--- config.mk ---
export PLATFORM = sky130hd
export DESIGN_NAME = hilbert_index_to_row_col
export DESIGN_NICKNAME = d
export VERILOG_FILES = /design/src/rtl/core/hirc_pkg.sv /design/src/rtl/core/hilbert_index_to_row_col.sv
export VERILOG_INCLUDE_DIRS = /design/src /design/src/rtl/core
export SDC_FILE = /design/constraint.sdc
export NUM_CORES = 1
export LEC_CHECK = 0
export BUFFER_PORTS_ARGS = -buffer_cell sky130_fd_sc_hd__buf_2
export CORE_MARGIN = 8
export CORE_UTILIZATION = 40
export DETAILED_ROUTE_END_ITERATION = 10
export PLACE_DENSITY = 0.69
export RECOVER_POWER = 100
export SLEW_MARGIN = 20
export SYNTH_ARGS = -nofsm -noshare
export SYNTH_HDL_FRONTEND = slang
export SYNTH_SLANG_ARGS = --single-unit
--- constraint.sdc ---
create_clock -name clk -period 7.42 [get_ports clk]
set_input_delay 1.484 -clock clk [delete_from_list [all_inputs] [get_ports clk]]
set_output_delay 1.484 -clock clk [all_outputs]
set_load 0.01 [all_outputs]
--- src/rtl/core/hilbert_index_to_row_col_assert.svh ---
// ----------------------------------------------------------------------------
// Assertion macros for the Hilbert index mapper
// Immediate-style wrappers around concurrent properties; empty for synthesis.
// ----------------------------------------------------------------------------
`ifndef HILBERT_INDEX_TO_ROW_COL_ASSERT_SVH
`define HILBERT_INDEX_TO_ROW_COL_ASSERT_SVH

`ifndef SYNTHESIS
`define HIRC_ASSERT_IMPL(lbl, clk, rst_n, ante, cons) \
  lbl: assert property (@(posedge clk) disable iff (!rst_n) (ante) |-> (cons)) \
    else $error("assertion failed");
`define HIRC_ASSERT_NEXT(lbl, clk, rst_n, ante, cons) \
  lbl: assert property (@(posedge clk) disable iff (!rst_n) (ante) |=> (cons)) \
    else $error("assertion failed");
`else
`define HIRC_ASSERT_IMPL(lbl, clk, rst_n, ante, cons)
`define HIRC_ASSERT_NEXT(lbl, clk, rst_n, ante, cons)
`endif

`endif

--- src/rtl/core/hirc_pkg.sv ---
// ----------------------------------------------------------------------------
// hirc_pkg
// Shared constants for the Hilbert index to row/column mapper.
// ----------------------------------------------------------------------------
package hirc_pkg;

  localparam int MAX_LEVELS_DEF = 32;

  localparam int IDX_W   = 64;
  localparam int COORD_W = 32;
  localparam int LEVEL_W = 6;
  localparam int ROT_W   = 2;
  localparam int CFG_IDX_W  = 3;
  localparam int CFG_DATA_W = 6;

  typedef enum logic [CFG_IDX_W-1:0] {
    CFG_START_LEVEL    = 3'd0,
    CFG_STOP_LEVEL     = 3'd1,
    CFG_HILBERT_MODE   = 3'd2,
    CFG_INITIAL_ROTATE = 3'd3,
    CFG_INITIAL_FLIP   = 3'd4
  } cfg_reg_t;

  localparam logic [LEVEL_W-1:0] START_LEVEL_RST    = 6'd31;
  localparam logic [LEVEL_W-1:0] STOP_LEVEL_RST     = 6'd0;
  localparam logic               HILBERT_MODE_RST   = 1'b1;
  localparam logic [ROT_W-1:0]   INITIAL_ROTATE_RST = 2'd0;
  localparam logic               INITIAL_FLIP_RST   = 1'b0;

endpackage

--- src/rtl/core/hilbert_index_to_row_col.sv ---
// ----------------------------------------------------------------------------
// hilbert_index_to_row_col
// An accepted word passes through the input register and then the result
// register before out_valid. Throughput: one word per cycle; busy is always low.
// Rotate/flip state per level is a suffix parity over the quadrant digits,
// done as a log-depth prefix tree between the input and result registers.
// Synchronous active-low reset clears valids and loads register defaults.
// Results are not held: the receiver takes each one in its strobe cycle.
// ----------------------------------------------------------------------------
`include "hilbert_index_to_row_col_assert.svh"

module hilbert_index_to_row_col #(
  parameter int MAX_LEVELS = hirc_pkg::MAX_LEVELS_DEF
) (
  input  logic                             clk,
  input  logic                             rst_n,
  // config write port
  input  logic                             cfg_we,
  input  logic [hirc_pkg::CFG_IDX_W-1:0]   cfg_index,
  input  logic [hirc_pkg::CFG_DATA_W-1:0]  cfg_data,
  // input words
  input  logic                             start,
  output logic                             busy,
  input  logic [hirc_pkg::IDX_W-1:0]       in_point_index,
  // result words
  output logic                             out_valid,
  output logic [hirc_pkg::COORD_W-1:0]     out_row,
  output logic [hirc_pkg::COORD_W-1:0]     out_col
);

  localparam int STAGES = $clog2(MAX_LEVELS);

  // configuration registers
  logic [hirc_pkg::LEVEL_W-1:0] start_level_r;
  logic [hirc_pkg::LEVEL_W-1:0] stop_level_r;
  logic                         hilbert_mode_r;
  logic [hirc_pkg::ROT_W-1:0]   initial_rotate_r;
  logic                         initial_flip_r;

  // input stage
  logic                         s1_valid_r;
  logic [hirc_pkg::IDX_W-1:0]   point_index_r;

  // result stage
  logic                         out_valid_r;
  logic [hirc_pkg::COORD_W-1:0] row_r, row_nxt;
  logic [hirc_pkg::COORD_W-1:0] col_r, col_nxt;

  logic [hirc_pkg::LEVEL_W-1:0] levels;
  logic [MAX_LEVELS-1:0]        act;
  logic [MAX_LEVELS-1:0]        tog3;
  logic [MAX_LEVELS-1:0]        tog03;
  logic [MAX_LEVELS-1:0]        px3  [STAGES+1];
  logic [MAX_LEVELS-1:0]        px03 [STAGES+1];

  assign busy = 1'b0;

  always_ff @(posedge clk) begin
    if (!rst_n) begin
      start_level_r    <= hirc_pkg::START_LEVEL_RST;
      stop_level_r     <= hirc_pkg::STOP_LEVEL_RST;
      hilbert_mode_r   <= hirc_pkg::HILBERT_MODE_RST;
      initial_rotate_r <= hirc_pkg::INITIAL_ROTATE_RST;
      initial_flip_r   <= hirc_pkg::INITIAL_FLIP_RST;
    end else if (cfg_we) begin
      case (cfg_index)
        hirc_pkg::CFG_START_LEVEL:    start_level_r    <= cfg_data;
        hirc_pkg::CFG_STOP_LEVEL:     stop_level_r     <= cfg_data;
        hirc_pkg::CFG_HILBERT_MODE:   hilbert_mode_r   <= cfg_data[0];
        hirc_pkg::CFG_INITIAL_ROTATE: initial_rotate_r <= cfg_data[hirc_pkg::ROT_W-1:0];
        hirc_pkg::CFG_INITIAL_FLIP:   initial_flip_r   <= cfg_data[0];
        default: ;
      endcase
    end
  end

  always_ff @(posedge clk) begin
    if (!rst_n) begin
      s1_valid_r  <= 1'b0;
      out_valid_r <= 1'b0;
    end else begin
      s1_valid_r  <= start && !busy;
      out_valid_r <= s1_valid_r;
    end
  end

  always_ff @(posedge clk) begin
    if (start && !busy) begin
      point_index_r <= in_point_index;
    end
    if (s1_valid_r) begin
      row_r <= row_nxt;
      col_r <= col_nxt;
    end
  end

  assign levels = (start_level_r > hirc_pkg::LEVEL_W'(MAX_LEVELS)) ?
                  hirc_pkg::LEVEL_W'(MAX_LEVELS) : start_level_r;

  // per-level toggle flags; only levels that are walked count
  always_comb begin
    for (int i = 0; i < MAX_LEVELS; i++) begin
      act[i]   = (hirc_pkg::LEVEL_W'(i) < levels);
      tog3[i]  = act[i] && (point_index_r[2*i +: 2] == 2'd3);
      tog03[i] = act[i] && ((point_index_r[2*i +: 2] == 2'd3) ||
                            (point_index_r[2*i +: 2] == 2'd0));
    end
  end

  // inclusive suffix parity: px[STAGES][i] = xor of tog[j] for j >= i
  always_comb begin
    px3[0]  = tog3;
    px03[0] = tog03;
    for (int s = 0; s < STAGES; s++) begin
      for (int i = 0; i < MAX_LEVELS; i++) begin
        if (i + (1 << s) < MAX_LEVELS) begin
          px3[s+1][i]  = px3[s][i]  ^ px3[s][i + (1 << s)];
          px03[s+1][i] = px03[s][i] ^ px03[s][i + (1 << s)];
        end else begin
          px3[s+1][i]  = px3[s][i];
          px03[s+1][i] = px03[s][i];
        end
      end
    end
  end

  always_comb begin
    logic [1:0]                   q;
    logic [1:0]                   k;
    logic [1:0]                   rot;
    logic                         flp;
    logic                         zord;
    logic [hirc_pkg::LEVEL_W:0]   bias;
    row_nxt = '0;
    col_nxt = '0;
    for (int i = 0; i < MAX_LEVELS; i++) begin
      q = point_index_r[2*i +: 2];
      // state entering this level comes from the levels above it
      if (i + 1 < MAX_LEVELS) begin
        rot = {initial_rotate_r[1] ^ px3[STAGES][i+1], initial_rotate_r[0]};
        flp = initial_flip_r ^ px03[STAGES][i+1];
      end else begin
        rot = initial_rotate_r;
        flp = initial_flip_r;
      end
      bias = {1'b0, stop_level_r} + (hirc_pkg::LEVEL_W+1)'(i + 1);
      zord = !hilbert_mode_r || (bias <= (hirc_pkg::LEVEL_W+1)'(2));
      if (zord) begin
        case (q)
          2'd0:    k = 2'd0;
          2'd1:    k = 2'd3;
          2'd2:    k = 2'd1;
          default: k = 2'd2;
        endcase
      end else begin
        k = q - rot;
        if (flp && k[0]) begin
          k[1] = ~k[1];
        end
      end
      row_nxt[i] = act[i] && ((k == 2'd1) || (k == 2'd2));
      col_nxt[i] = act[i] && ((k == 2'd2) || (k == 2'd3));
    end
  end

  assign out_valid = out_valid_r;
  assign out_row   = row_r;
  assign out_col   = col_r;

  `HIRC_ASSERT_IMPL(a_latency, clk, rst_n, start, ##2 out_valid)
  `HIRC_ASSERT_NEXT(a_s1_to_out, clk, rst_n, s1_valid_r, out_valid_r)
  `HIRC_ASSERT_IMPL(a_no_spurious, clk, rst_n, out_valid, $past(start, 2))
  `HIRC_ASSERT_IMPL(a_zero_levels, clk, rst_n, out_valid && (start_level_r == '0),
                    (out_row == '0) && (out_col == '0))

endmodule

==> impl_metrics.yaml <==
run_status:
  outcome: "complete, but fails checks"
  failed_checks: "max-capacitance violations, max-slew violations"
synthesis:
  ys_types: 76
  synth_top_family_by_area: "adder cells"
  yosys.area_share.simple_pct: 11.1
  synth_xor_xnor_area_share_pct: 17.7
  synth_compound_area_share_pct: 9.97
  syn_area_um2: 12900
  synth_nets: 1586
  muxShareOfSynthArea_pct: 3.94
  synth.avg_cell_area_um2: 9.93
  ys_seq_area_share_pct: 32.5
  synth-edff-count: 128
  synthFlopType: "edfxtp_1"
  synthArstFlopShare_pct: 0
  synth_fa_ha_area_share_pct: 19.9
  ys_warn_count: 0
  ys_seq_elements: 146
  syn_inst: 1303
timing:
  max_clock_freq_mhz: 172
  hold_viol: 0
  whs_ps: 484
  setup-violations-final: 0
  fin_setup_tns_ps: 0
  min_period_ps: 5800
  skew_ps: 14.8
  worstMarginPinSlew_ps: 3840
  maxSlewViolCount: 138
  max-slew-margin-rel_pct: -156
  fin_crit_sh_pct: 78.2
  rsz0062_at_grt: "no"
floorplan:
  die_y_um: 196
  floorplan.initialDensity_pct: 40.2
  core_area_um2: 32200
  die_area_um2: 38400
  rows: 66
  ios: 143
  die_x_um: 196
clock_network:
  cts_buffers: 17
  clockBufferDepth: 2
  worstSkewPairLatency_ps: 450
  clkSlewWorstSetupHoldPaths_ps: 60
  cts_post_setup_buffers_inserted: 0
  cts_root_buffer: "clkbuf_16"
  cts.sinks: 146
  htree_levels: 4
  post_cts_resized: 0
  cts_hold_buf: 0
  cts_tree: "yes"
global_routing:
  antenna_found_initial: 0
  grtUsageTotal_pct: 17.4
  grt_pass1_wl_um: 52300
  grt.overflow.total: 0
  grt_max_degree: 66
  grt_pass1_vias: 9515
drt:
  wl_per_cell_um: 18.1
  drtPass1Iterations: 5
  ant_nets: 0
  route.vias.total: 9522
  avgViaCountPerCell: 5.14
  drtIter0Drc: 743
  drc: 0
  routed_wl_um: 33500
pwr:
  power.share.clock_pct: 15.0
  ir_worst_vdd_mv: 0.215
  switching_share_pct: 41.3
  power_leakage_uw: 0.00631
  power.total_uw: 5880
  powerDensity_nw_per_um2: 407
  switching_power_uw: 2430
  p_int_uw: 3450
  combPwrFrac_pct: 61.6
  seqPwrFrac_pct: 23.4
setup_path:
  end_kind: "flip-flop"
  worst_ep_required_time_ps: 7620
  cp_max_fo: 22
  worst_setup_path_start_kind: "flip-flop"
  critPathKind: "reg -> reg"
  ff2ff_setup_slack_ps: 1620
  arrival_ps: 6000
finish:
  areaGrowthSynthToFinish_pct: 11.7
  drive_gt1_share_pct: 10.7
  nNetsFinal: 1713
  layout_commonest_cell: "ha_1"
  fin_util_pct: 44.9
  final_cell_mix: "206 x ha_1, 156 x xnor2_1, 150 x nor2_1"
  n_antenna_cell: 0
flow_run:
  maxCapViolCount: 3
worst_hold_path:
  hp-class: "reg -> reg"
place:
  gp_congestion: 0.915
  io_buffer_count: 141
  hpwl_um: 25800
==> kinds of logic (layout without fill, tap and decap cells) <==
logic type / after synthesis / count (layout)
AO/OA/AOI/OAI: 202 / 202
adder cells (fa/ha/maj): 206 / 206
XOR/XNOR: 228 / 228
flip-flops: 146 / 146
other: 1 / 1
buffers and inverters: 153 / 293
AND/OR/NAND/NOR: 320 / 320
multiplexers: 47 / 47
==> state kept, by name (all words and copies together), names as in the netlist <==
signal	cells
out_valid	1
initial_flip_r	1
start_level_r	6
stop_level_r	6
out_col	32
hilbert_mode_r	1
out_row	32
point_index_r	64
initial_rotate_r	2
s1_valid_r	1
==> cell type report <==
| class | count | area [um2] |
|---|---|---|
| fill | 3094 | 17700 |
| tap | 408 | 510 |
| clock inverter | 10 | 92.6 |
| multi-input combinational | 1004 | 8040 |
| inverter | 108 | 405 |
| sequential | 146 | 4210 |
| clock buffer | 22 | 508 |
| timing repair buffer | 153 | 693 |
==> per-layer routing <==
layer,global-route usage (%),vias up,routed length [um]
li1,-,4701,-
met2,28.3,226,15600
met1,22.9,4549,15600
met5,0,-,0
met4,6.06,0,711
met3,3.43,46,1570
==> path summary, 6_finish.rpt <==
check,from,to,depth (start not counted)
setup reg to reg,start_level_r[4],out_col[1],13
hold / removal,start_level_r[2],start_level_r[2],2
hold reg to reg,start_level_r[2],start_level_r[2],2
setup / recovery,start_level_r[4],out_col[1],13
==> synthesized netlist by cell type, types with 27 or more instances <==
| master | count | area [um2] |
|---|---|---|
| inv_1 | 108 | 405 |
| nor2_1 | 150 | 563 |
| o21ai_0 | 66 | 330 |
| mux2_2 | 31 | 349 |
| xnor2_1 | 152 | 1330 |
| a21oi_1 | 47 | 235 |
| xor2_1 | 54 | 473 |
| nor2b_1 | 27 | 169 |
| ha_1 | 206 | 2580 |
| edfxtp_1 | 128 | 3840 |
| nand2_1 | 64 | 240 |
==> critical path, cell delays in order, from the launching register on <==
cell,delay [ps]
dfxtp_1,600
clkbuf_1,770
a41oi_1,360
nand2b_1,290
xor2_1,280
xnor3_1,510
xnor3_1,440
xnor2_1,680
xnor2_1,250
xnor2_1,420
xnor3_1,390
o21a_1,200
ha_1,180
o21a_1,180
==> through the flow <==
stage,instance area (um2),std cells,setup WS [ps]
detailed placement,14000,1819,2690
global route,14500,1851,1330
floorplan,12900,1303,3410
finish,14500,1851,1620
global placement,14000,1819,2790
CTS,14600,1851,2670
==> power groups by stage <==
stage,clock network (uW),registers [uW],logic [uW]
6_report,882,1370,3620
5_1_grt,941,1390,4030
4_1_cts,914,1370,3760
3_5_place_dp,0,1380,3720
3_3_place_gp,0,1390,3610
2_1_floorplan,0,1430,2790
(Power assumes the default switching activity.)
